[config.mk]
export PLATFORM = sky130hd
export DESIGN_NAME = deadline_to_countdown_converter
export DESIGN_NICKNAME = d
export VERILOG_FILES = /design/src/rtl/core/dtc_pkg.sv /design/src/rtl/core/dtc_unit.sv /design/src/rtl/core/deadline_to_countdown_converter.sv
export SDC_FILE = /design/constraint.sdc
export NUM_CORES = 2
export LEC_CHECK = 0
export BUFFER_PORTS_ARGS = -buffer_cell sky130_fd_sc_hd__buf_2
export CAP_MARGIN = 20
export CORE_ASPECT_RATIO = 1.1
export CORE_MARGIN = 2
export CORE_UTILIZATION = 64
export CTS_BUF_LIST = sky130_fd_sc_hd__clkbuf_4 sky130_fd_sc_hd__clkbuf_8
export CTS_CLUSTER_DIAMETER = 40
export DETAILED_ROUTE_END_ITERATION = 16
export GPL_TIMING_DRIVEN = 0
export PLACE_DENSITY = 0.86
export SETUP_SLACK_MARGIN = 0.02
export SLEW_MARGIN = 20
export SYNTH_ARGS = -nofsm -noshare
export SYNTH_HDL_FRONTEND = slang
export SYNTH_SLANG_ARGS = --single-unit
[constraint.sdc]
create_clock -name clk -period 23.1 [get_ports clk]
set_clock_uncertainty 0.15 [all_clocks]
set_input_delay 4.62 -clock clk [delete_from_list [all_inputs] [get_ports clk]]
set_output_delay 4.62 -clock clk [all_outputs]
set_load 0.02 [all_outputs]
[src/rtl/core/dtc_pkg.sv]
package dtc_pkg;

  localparam int RATE_W  = 36;
  localparam int WORD_W  = 64;
  localparam int COUNT_W = 32;

  localparam logic [RATE_W-1:0]  NS_RATE   = 36'd1000000000;
  localparam logic [WORD_W-1:0]  COUNT_MAX = 64'h0000_0000_ffff_ffff;

  // shared unit step counts
  localparam int DIV_STEPS = WORD_W;
  localparam int MUL_STEPS = RATE_W;
  localparam int STEP_W    = $clog2(DIV_STEPS);

  localparam logic OP_DIV = 1'b0;
  localparam logic OP_MUL = 1'b1;

  localparam logic [1:0] MODE_ARM    = 2'd0;
  localparam logic [1:0] MODE_DISARM = 2'd1;
  localparam logic [1:0] MODE_EXPIRE = 2'd2;

  localparam logic [1:0] ACT_NONE = 2'd0;
  localparam logic [1:0] ACT_LOAD = 2'd1;
  localparam logic [1:0] ACT_STOP = 2'd2;

  localparam logic [1:0] REG_STAMP_RATE     = 2'd0;
  localparam logic [1:0] REG_COUNTDOWN_RATE = 2'd1;

  typedef struct packed {
    logic start;
    logic op;
  } dtc_cmd_t;

  typedef struct packed {
    logic busy;
    logic done;
  } dtc_sts_t;

endpackage

[src/rtl/core/dtc_unit.sv]
// Shared shift/add unit: 64/36 restoring divide, one quotient bit per cycle,
// or 64x36 multiply mod 2^64, one multiplier bit per cycle.
module dtc_unit (
  input  logic                          clk,
  input  logic                          rst,
  input  dtc_pkg::dtc_cmd_t             cmd,
  input  logic [dtc_pkg::WORD_W-1:0]    a,
  input  logic [dtc_pkg::RATE_W-1:0]    b,
  output dtc_pkg::dtc_sts_t             sts,
  output logic [dtc_pkg::WORD_W-1:0]    res,
  output logic [dtc_pkg::RATE_W-1:0]    rmd
);

  logic                          busy;
  logic                          done;
  logic                          op;
  logic [dtc_pkg::STEP_W-1:0]    cnt;
  logic [dtc_pkg::WORD_W-1:0]    acc;
  logic [dtc_pkg::WORD_W-1:0]    work;
  logic [dtc_pkg::RATE_W:0]      rem;
  logic [dtc_pkg::RATE_W-1:0]    dvs;

  logic [dtc_pkg::RATE_W:0]      trial;
  logic                          ge;

  assign trial = {rem[dtc_pkg::RATE_W-1:0], work[dtc_pkg::WORD_W-1]};
  assign ge    = (trial >= {1'b0, dvs});

  always_ff @(posedge clk) begin
    if (rst) begin
      busy <= 1'b0;
      done <= 1'b0;
    end else begin
      done <= 1'b0;
      if (cmd.start) begin
        busy <= 1'b1;
        op   <= cmd.op;
        cnt  <= (cmd.op == dtc_pkg::OP_DIV) ? dtc_pkg::STEP_W'(dtc_pkg::DIV_STEPS - 1)
                                            : dtc_pkg::STEP_W'(dtc_pkg::MUL_STEPS - 1);
        acc  <= '0;
        work <= a;
        rem  <= (cmd.op == dtc_pkg::OP_DIV) ? '0 : {1'b0, b};
        dvs  <= b;
      end else if (busy) begin
        if (op == dtc_pkg::OP_DIV) begin
          // remainder stays below the divisor, so trial fits in 37 bits
          rem  <= ge ? (trial - {1'b0, dvs}) : trial;
          acc  <= {acc[dtc_pkg::WORD_W-2:0], ge};
          work <= {work[dtc_pkg::WORD_W-2:0], 1'b0};
        end else begin
          if (rem[0]) begin
            acc <= acc + work;
          end
          work <= {work[dtc_pkg::WORD_W-2:0], 1'b0};
          rem  <= {1'b0, rem[dtc_pkg::RATE_W:1]};
        end
        cnt <= cnt - 1'b1;
        if (cnt == '0) begin
          busy <= 1'b0;
          done <= 1'b1;
        end
      end
    end
  end

  assign sts.busy = busy;
  assign sts.done = done;
  assign res      = acc;
  assign rmd      = rem[dtc_pkg::RATE_W-1:0];

endmodule

[src/rtl/core/deadline_to_countdown_converter.sv]
// Deadline to one-shot countdown converter.
// Input stream (s_*): one item per request, tuser = mode (arm, disarm,
// expired), tdata = deadline in ns and the current timestamp count.
// Output stream (m_*): exactly one item per input item, tuser = action,
// tdata = countdown load value, current time in ns and the armed mark.
// Config: cfg_we/cfg_index/cfg_data write the stamp and countdown rates;
// write only while no item is in flight.
// Timing: every item runs one rescale (divide, two multiplies, divide) on a
// single shift/add unit at one bit per cycle. The next item can be taken once
// the result has moved to the output register. An arm that is not a repeat
// runs a second rescale. The 64-step divides dominate. s_tready is high only
// while the sequencer is idle, so one item is in work at a time.
// The result sits in an output register; a new item is taken while it waits.
// If the receiver stalls, a finished item waits in its last step until the
// output register frees up.
// Reset: synchronous; rates return to 1e9 Hz, armed mark cleared, no output
// item pending.
module deadline_to_countdown_converter (
  input  logic         clk,
  input  logic         rst,
  input  logic         s_tvalid,
  output logic         s_tready,
  input  logic [127:0] s_tdata,   // deadline[63:0], stamp_now[127:64]
  input  logic [1:0]   s_tuser,   // mode[1:0]
  output logic         m_tvalid,
  input  logic         m_tready,
  output logic [103:0] m_tdata,   // load_count[31:0], now_ns[95:32], is_armed[96], zero pad
  output logic [1:0]   m_tuser,   // action[1:0]
  input  logic         cfg_we,
  input  logic [1:0]   cfg_index,
  input  logic [35:0]  cfg_data
);

  localparam logic [2:0] ST_IDLE = 3'd0;
  localparam logic [2:0] ST_DIV1 = 3'd1;
  localparam logic [2:0] ST_MUL1 = 3'd2;
  localparam logic [2:0] ST_MUL2 = 3'd3;
  localparam logic [2:0] ST_DIV2 = 3'd4;
  localparam logic [2:0] ST_NOW  = 3'd5;
  localparam logic [2:0] ST_FIN  = 3'd6;

  logic [2:0]                      state;
  logic                            pend;
  logic                            phase;
  logic                            go;
  logic [1:0]                      mode;
  logic [dtc_pkg::WORD_W-1:0]      deadline;
  logic [dtc_pkg::WORD_W-1:0]      vreg;
  logic [dtc_pkg::WORD_W-1:0]      qreg;
  logic [dtc_pkg::RATE_W-1:0]      rreg;
  logic [dtc_pkg::WORD_W-1:0]      sum;
  logic [dtc_pkg::WORD_W-1:0]      prod;
  logic [dtc_pkg::WORD_W-1:0]      now_reg;
  logic [dtc_pkg::RATE_W-1:0]      stamp_rate;
  logic [dtc_pkg::RATE_W-1:0]      countdown_rate;
  logic                            armed;
  logic [dtc_pkg::WORD_W-1:0]      armed_dl;

  logic [1:0]                      o_action;
  logic [dtc_pkg::COUNT_W-1:0]     o_load;
  logic [dtc_pkg::WORD_W-1:0]      o_now;
  logic                            o_armed;

  dtc_pkg::dtc_cmd_t               cmd;
  dtc_pkg::dtc_sts_t               sts;
  logic [dtc_pkg::WORD_W-1:0]      u_a;
  logic [dtc_pkg::RATE_W-1:0]      u_b;
  logic [dtc_pkg::WORD_W-1:0]      u_res;
  logic [dtc_pkg::RATE_W-1:0]      u_rmd;

  logic [dtc_pkg::RATE_W-1:0]      from_rate;
  logic [dtc_pkg::RATE_W-1:0]      to_rate;
  logic                            op_state;
  logic                            out_free;
  logic [dtc_pkg::COUNT_W-1:0]     clamped;

  logic [1:0]                      fin_action;
  logic [dtc_pkg::COUNT_W-1:0]     fin_load;
  logic                            fin_armed;

  dtc_unit u_unit (
    .clk (clk),
    .rst (rst),
    .cmd (cmd),
    .a   (u_a),
    .b   (u_b),
    .sts (sts),
    .res (u_res),
    .rmd (u_rmd)
  );

  // a zero stamp rate counts as 1 Hz
  always_comb begin
    if (phase) begin
      from_rate = dtc_pkg::NS_RATE;
      to_rate   = countdown_rate;
    end else begin
      from_rate = (stamp_rate == '0) ? dtc_pkg::RATE_W'(1) : stamp_rate;
      to_rate   = dtc_pkg::NS_RATE;
    end
  end

  assign op_state = (state == ST_DIV1) || (state == ST_MUL1) ||
                    (state == ST_MUL2) || (state == ST_DIV2);
  assign cmd.start = op_state && !pend && !sts.busy;
  assign cmd.op    = ((state == ST_MUL1) || (state == ST_MUL2)) ? dtc_pkg::OP_MUL
                                                                : dtc_pkg::OP_DIV;

  always_comb begin
    case (state)
      ST_DIV1: begin
        u_a = vreg;
        u_b = from_rate;
      end
      ST_MUL1: begin
        u_a = qreg;
        u_b = to_rate;
      end
      ST_MUL2: begin
        u_a = {{(dtc_pkg::WORD_W-dtc_pkg::RATE_W){1'b0}}, rreg};
        u_b = to_rate;
      end
      ST_DIV2: begin
        u_a = prod;
        u_b = from_rate;
      end
      default: begin
        u_a = vreg;
        u_b = from_rate;
      end
    endcase
  end

  always_comb begin
    if (sum == '0) begin
      clamped = dtc_pkg::COUNT_W'(1);
    end else if (sum > dtc_pkg::COUNT_MAX) begin
      clamped = dtc_pkg::COUNT_MAX[dtc_pkg::COUNT_W-1:0];
    end else begin
      clamped = sum[dtc_pkg::COUNT_W-1:0];
    end
  end

  // result fields and armed mark for the item in its last step
  always_comb begin
    fin_action = dtc_pkg::ACT_NONE;
    fin_load   = '0;
    fin_armed  = armed;
    case (mode)
      dtc_pkg::MODE_ARM: begin
        if (go) begin
          fin_action = dtc_pkg::ACT_LOAD;
          fin_load   = clamped;
          fin_armed  = 1'b1;
        end
      end
      dtc_pkg::MODE_DISARM: begin
        fin_action = dtc_pkg::ACT_STOP;
        fin_armed  = 1'b0;
      end
      dtc_pkg::MODE_EXPIRE: begin
        fin_armed = 1'b0;
      end
      default: ;
    endcase
  end

  assign out_free = !m_tvalid || m_tready;
  assign s_tready = (state == ST_IDLE);

  always_ff @(posedge clk) begin
    if (rst) begin
      state          <= ST_IDLE;
      pend           <= 1'b0;
      m_tvalid       <= 1'b0;
      armed          <= 1'b0;
      armed_dl       <= '0;
      stamp_rate     <= dtc_pkg::NS_RATE;
      countdown_rate <= dtc_pkg::NS_RATE;
    end else begin
      if (cfg_we) begin
        case (cfg_index)
          dtc_pkg::REG_STAMP_RATE:     stamp_rate     <= cfg_data;
          dtc_pkg::REG_COUNTDOWN_RATE: countdown_rate <= cfg_data;
          default: ;
        endcase
      end

      if ((state == ST_FIN) && out_free) begin
        m_tvalid <= 1'b1;
      end else if (m_tready) begin
        m_tvalid <= 1'b0;
      end

      if (cmd.start) begin
        pend <= 1'b1;
      end else if (sts.done) begin
        pend <= 1'b0;
      end

      case (state)
        ST_IDLE: begin
          if (s_tvalid) begin
            mode     <= s_tuser;
            deadline <= s_tdata[63:0];
            vreg     <= s_tdata[127:64];
            phase    <= 1'b0;
            state    <= ST_DIV1;
          end
        end
        ST_DIV1: begin
          if (sts.done) begin
            qreg  <= u_res;
            rreg  <= u_rmd;
            state <= ST_MUL1;
          end
        end
        ST_MUL1: begin
          if (sts.done) begin
            sum   <= u_res;
            state <= ST_MUL2;
          end
        end
        ST_MUL2: begin
          if (sts.done) begin
            prod  <= u_res;
            state <= ST_DIV2;
          end
        end
        ST_DIV2: begin
          if (sts.done) begin
            sum   <= sum + u_res;
            state <= phase ? ST_FIN : ST_NOW;
          end
        end
        ST_NOW: begin
          now_reg <= sum;
          // a repeated arm of the armed deadline loads nothing
          if (mode == dtc_pkg::MODE_ARM && !(armed && armed_dl == deadline)) begin
            go    <= 1'b1;
            vreg  <= (deadline > sum) ? (deadline - sum) : '0;
            phase <= 1'b1;
            state <= ST_DIV1;
          end else begin
            go    <= 1'b0;
            state <= ST_FIN;
          end
        end
        ST_FIN: begin
          if (out_free) begin
            o_now    <= now_reg;
            o_action <= fin_action;
            o_load   <= fin_load;
            o_armed  <= fin_armed;
            armed    <= fin_armed;
            if (mode == dtc_pkg::MODE_ARM && go) begin
              armed_dl <= deadline;
            end
            state <= ST_IDLE;
          end
        end
        default: state <= ST_IDLE;
      endcase
    end
  end

  assign m_tdata = {7'd0, o_armed, o_now, o_load};
  assign m_tuser = o_action;

endmodule

Yosys cells after proc, flatten, opt, wreduce, memory -nomap -nowiden --
Cells that the tools add are included.
Word-level totals: register bits 875, bits in latches 0, bits in writable memories 0, memory bits (read-only) 0, input bits 173, output and inout bits 108, logic and storage cells 159, memories 0
Operators by class: add/subtract/negate cells 5, multiply operators 0, div/mod/pow operators 0, order comparisons 3, eq/ne operators 18, shift operators 0, muxes and demuxes 53, bitwise gates (word level) 4, reduce and logical (&&, ||, !) cells 46
Operators by type and width (count):
- 64-bit two-way mux | 10
- 64-bit case mux with 2 select lines | 2
- 64-bit case mux with 3 select lines | 1
- 36-bit two-way mux | 5
- 37-bit two-way mux | 4
- 64-bit adder | 2
- 64-bit equality test | 1
- 64-bit by 32-bit > comparator with 1-bit output (second input constant) | 1
- 64-bit > comparator | 1
- 64-bit logical NOT | 1
- 64-bit subtractor | 1
- 37-bit by 36-bit >= comparator with 1-bit output | 1
- 37-bit by 36-bit subtractor with 37-bit output | 1
- 36-bit logical NOT | 1
- 32-bit two-way mux | 1
- 3-bit two-way mux | 7
- 3-bit case mux with 7 select lines | 1
- 3-bit AND reduction | 6
- 1-bit two-way mux | 15
- 2-bit AND reduction | 7
- 6-bit two-way mux | 2
- 2-bit nonzero test | 5
- 3-bit equality test (second input constant) | 3
- 2-bit by 1-bit inequality test with 1-bit output (second input constant) | 4
- other kinds (22) | 46

Logic depth before layout (Yosys ltp) --
depth after elaboration 8, mapped depth 15, depth with buffers taken out 13

Cells and area by module --
Synthesis repeated with hierarchy kept, for this count alone.
Unflattened totals: cells, all modules 4686, area total of the unflattened synthesis 48195.0 um^2
Modules (own cells, without submodules):
- deadline_to_countdown_converter | instances 1, cells each 3211, area each 33498.4 um^2
- dtc_unit | instances 1, cells each 1475, area each 14696.6 um^2

Least setup slack after synthesis --
OpenSTA, ideal clock, no wires.
path type input to register, start input rst, end register u_unit.acc (netlist bit u_unit.res[0]), enable pin, arrival time 14.191 ns, data required time 22.367 ns, slack 8.176 ns, stages on the path 3, path buffers 1, cell sequence clkbuf_1 > nor2_1 > a21boi_0
On the way: word-level cells in the longest chain between the ends 2
RTL lines:
- from (decl) | line deadline_to_countdown_converter.sv:20 | input logic rst,
- 1-bit inverter (no line)
- 3-bit AND reduction (no line)
- to (signal assigned) | line dtc_unit.sv:48 | acc <= {acc[dtc_pkg::WORD_W-2:0], ge};
- to (signal assigned) | line dtc_unit.sv:52 | acc <= acc + work;
- to (decl) | line dtc_unit.sv:18 | logic [dtc_pkg::WORD_W-1:0] acc;
Every way passes these cells. A chain may end at the register's enable or synchronous reset.

Worst setup path in the final report --
start register state[0], end output s_tready
On the way: word-level cells in the longest chain between the ends 1
RTL lines:
- from (decl) | line deadline_to_countdown_converter.sv:42 | logic [2:0] state;
- from (signal assigned) | line deadline_to_countdown_converter.sv:233 | state <= phase ? ST_FIN : ST_NOW;
- 3-bit logical NOT | line deadline_to_countdown_converter.sv:169 | assign s_tready = (state == ST_IDLE);
- to (decl) | line deadline_to_countdown_converter.sv:22 | output logic s_tready,
Every way passes these cells.

==> impl_metrics.env <==
export IMPL_route_met2_wl_microns=71700
export IMPL_clkTransAtPathRegs_ns=0.07
export IMPL_grt_max_degree=30
export IMPL_vias=41800
export IMPL_grt_antenna_before_repair=5
export IMPL_postCtsSetupRepairBufs=0
export IMPL_cts_sinks=875
export IMPL_crit_buf_inv=4
export IMPL_ys_seq_area_share_pct=51.6
export IMPL_cts_resized=0
export IMPL_wl_met3_microns=18300
export IMPL_cts_tree="done"
export IMPL_syn_area_sq_um=48100
export IMPL_p_leak_nw=21.2
export IMPL_multiInputGateArea_sq_um=21600
export IMPL_fin_cells=6272
export IMPL_seq_area_sq_um=24800
export IMPL_placed_cells_incl_taps=5987
export IMPL_ios=281
export IMPL_ys_top_cells_by_area="edfxtp_1, dfxtp_1, ha_1, nand2_1, a21oi_1"
export IMPL_cts_path_max_buffers=3
export IMPL_cp_start_kind="flip-flop"
export IMPL_rows=105
export IMPL_synth_ff_type="edfxtp_1"
export IMPL_fin_total_pwr_w=0.00749
export IMPL_viasPerCell=6.67
export IMPL_fin_crit_ns=8.06
export IMPL_clock_latency_ns=0.84
export IMPL_synth_edf_count=731
export IMPL_critical_path_top_delay_family="buffers and inverters"
export IMPL_cpPeakStageDelay_ns=0.73
export IMPL_clock_fmax_mhz=124
export IMPL_hold_path_depth=0
export IMPL_cp_arrival_ns=3.29
export IMPL_holdPathEnd="o_now[29]"
export IMPL_vdd_drop_max_uv=120
export IMPL_worstReg2RegStart="state[0]"
export IMPL_tightestPinTransition_ns=1.24
export IMPL_grt_usage_pct=41.2
export IMPL_relSlewSlack_pct=17.0
export IMPL_r2r_setup_slack_ns=17.51
export IMPL_end_kind="output pin"
export IMPL_wl_microns=163000
export IMPL_worstPathMaxFanout=10
export IMPL_layout_nets=5581
export IMPL_design_core_area_sq_um=74500
export IMPL_area_growth_pct=13.6
export IMPL_highest_layer="met4"
export IMPL_remaining_drc_errors=0
export IMPL_synth_distinct_cells=92
export IMPL_wl_met1_microns=61900
export IMPL_start_util_pct=64.6
export IMPL_grt_pass1_vias=38900
export IMPL_finalSetupViolations=0
export IMPL_grt_overflow=0
export IMPL_synth_seq_cells=875
export IMPL_die_y_microns=292
export IMPL_async_flop_share_pct=0
export IMPL_drtPass1Iterations=9
export IMPL_outcome="finished, final reports clean"
export IMPL_path_class="flip-flop to output pin"
export IMPL_reg2reg_depth=13
export IMPL_hold_viol=0
export IMPL_htreeDepth=4
export IMPL_fp_dieArea_sq_um=77400
export IMPL_cp_slowest_cell="buf_1"
export IMPL_rsz0062_at_grt="no"
export IMPL_antenna_left=0
export IMPL_synth_top_area_share_pct=45.6
export IMPL_fin_setup_tns_ns=0
export IMPL_grt_pass1_wl_microns=238000
export IMPL_drive_above_1_share_pct=11.8
export IMPL_syn_instance_count=4700
export IMPL_dieWidth_microns=265
export IMPL_portBuffers=272
export IMPL_cts_root_buffer_cell="clkbuf_8"
export IMPL_nFillCells=5436
export IMPL_ys_warn_count=0
export IMPL_hold_class="flip-flop to flip-flop"
export IMPL_place_hpwl_microns=124000
export IMPL_gp_congestion=1.01
export IMPL_synth_area_leader_cell="edfxtp_1"
export IMPL_report_final_slew_viol_count=0
export IMPL_p_per_area_nw_per_um2=137
export IMPL_drtIter0Drc=5840
export IMPL_wl_per_cell_microns=26.0
export IMPL_path_cells="buf_1 > inv_1 > nand2_1 > clkbuf_1 > nor2_1 > buf_2"
export IMPL_cp_required_ns=18.33
export IMPL_maxCapViolCount=0
export IMPL_cts_hold_buf=0
export IMPL_avgSynthCellArea_sq_um=10.2
export IMPL_numCtsBuffers=151
export IMPL_min_from="now_reg[29]"
export IMPL_fin_crit_sh_pct=34.9
export IMPL_r2r_end="u_unit.res[60]"
[where the power goes]
part	total (W)	switching, W	internal [W]
clock	0.00149	0.000687	0.000799
combinational	0.00353	0.00227	0.00126
sequential	0.00248	0.000315	0.00216
[cell usage in the layout (no fill, tap or decap), types with 74 or more instances in the layout]
| cell type | n |
|---|---|
| mux2i_1 | 75 |
| xnor2_1 | 133 |
| clkbuf_8 | 158 |
| a22o_1 | 87 |
| buf_2 | 289 |
| ha_1 | 227 |
| clkbuf_1 | 236 |
| xor2_1 | 108 |
| edfxtp_1 | 731 |
| nand2_1 | 638 |
| dfxtp_1 | 144 |
| a221oi_1 | 74 |
| a21o_1 | 154 |
| a21oi_1 | 403 |
| nor2_1 | 293 |
| o21ai_0 | 238 |
| inv_1 | 189 |
| nand3_1 | 82 |
[routing by layer]
metal | global-route usage, % | vias up
met2 | 62.8 | 2796
met5 | 0 | -
met1 | 54.3 | 20000
li1 | - | 18500
met4 | 23.4 | 0
met3 | 9.71 | 569
[cells in the mapped netlist (all sizes together) (33+ instances only)]
| library cell | n |
|---|---|
| clkbuf | 238 |
| ha | 227 |
| a221oi | 74 |
| mux2i | 75 |
| a311oi | 34 |
| inv | 189 |
| xor2 | 108 |
| a211oi | 42 |
| o21ai | 282 |
| nand2b | 42 |
| nand3 | 82 |
| a21oi | 405 |
| and3 | 36 |
| a31oi | 48 |
| nor2b | 33 |
| a22o | 87 |
| nand2 | 638 |
| nor2 | 299 |
| o21a | 51 |
| nor4 | 40 |
| o21bai | 43 |
| xnor2 | 133 |
| nand4 | 72 |
| nor3 | 47 |
| a21o | 154 |
| edfxtp | 731 |
| dfxtp | 144 |
| buf | 35 |
[cells by family after synthesis]
group                      Yosys count  share of synthesized area [%]
AOI/OAI and AO/OA                 1412                           19.3
and+or+nand+nor                   1402                           13.3
DFF                                875                           51.6
buffers and inverters              462                           3.69
xor gates and xnor gates           241                           4.39
adders and majority gates          231                           6.07
muxes                               76                           1.58
other                                1                        0.00780
[stage by stage]
step                      hold slack (ns)  area (sq um)  utilization (%)  setup slack [ns]
after global routing                0.271         54600             73.4             15.00
after floorplan                     0.250         48100                -              8.18
after detailed placement            0.255         51500             69.1             15.49
after CTS                           0.260         54600             73.3             15.13
after global placement              0.251         50700             68.0              2.41
final                               0.257         54700             73.4             15.04
[area by class of cell]
class	count	share of cell area [%]
multi-input cells	3369	39.5
plain buffers	273	1.96
clock buffers	196	4.50
flip-flops and latches	875	45.4
well taps	963	2.20
clock inverters	83	1.25
inverters	189	1.30
diodes	6	0.0275
repair buffers	318	3.80
[worst max-delay path by stage]
stage	start	end	slack (ns)	depth (start not counted)
global route	state[0]	s_tready	15.00	6
global placement	rst	u_unit.res[55]	2.41	3
detailed placement	rst	qreg[4]	15.49	9
finish	state[0]	s_tready	15.04	6
floorplan	rst	u_unit.res[0]	8.18	3
CTS	state[0]	s_tready	15.13	6
[worst reg2reg max path, delay by kind of cell (launching register included)]
kind | cells | cell delay, ns
and+or+nand+nor | 6 | 2.15
DFF | 1 | 0.41
AOI/OAI and AO/OA | 1 | 0.41
buffers and inverters | 6 | 2.21
(Power assumes the default switching activity.)
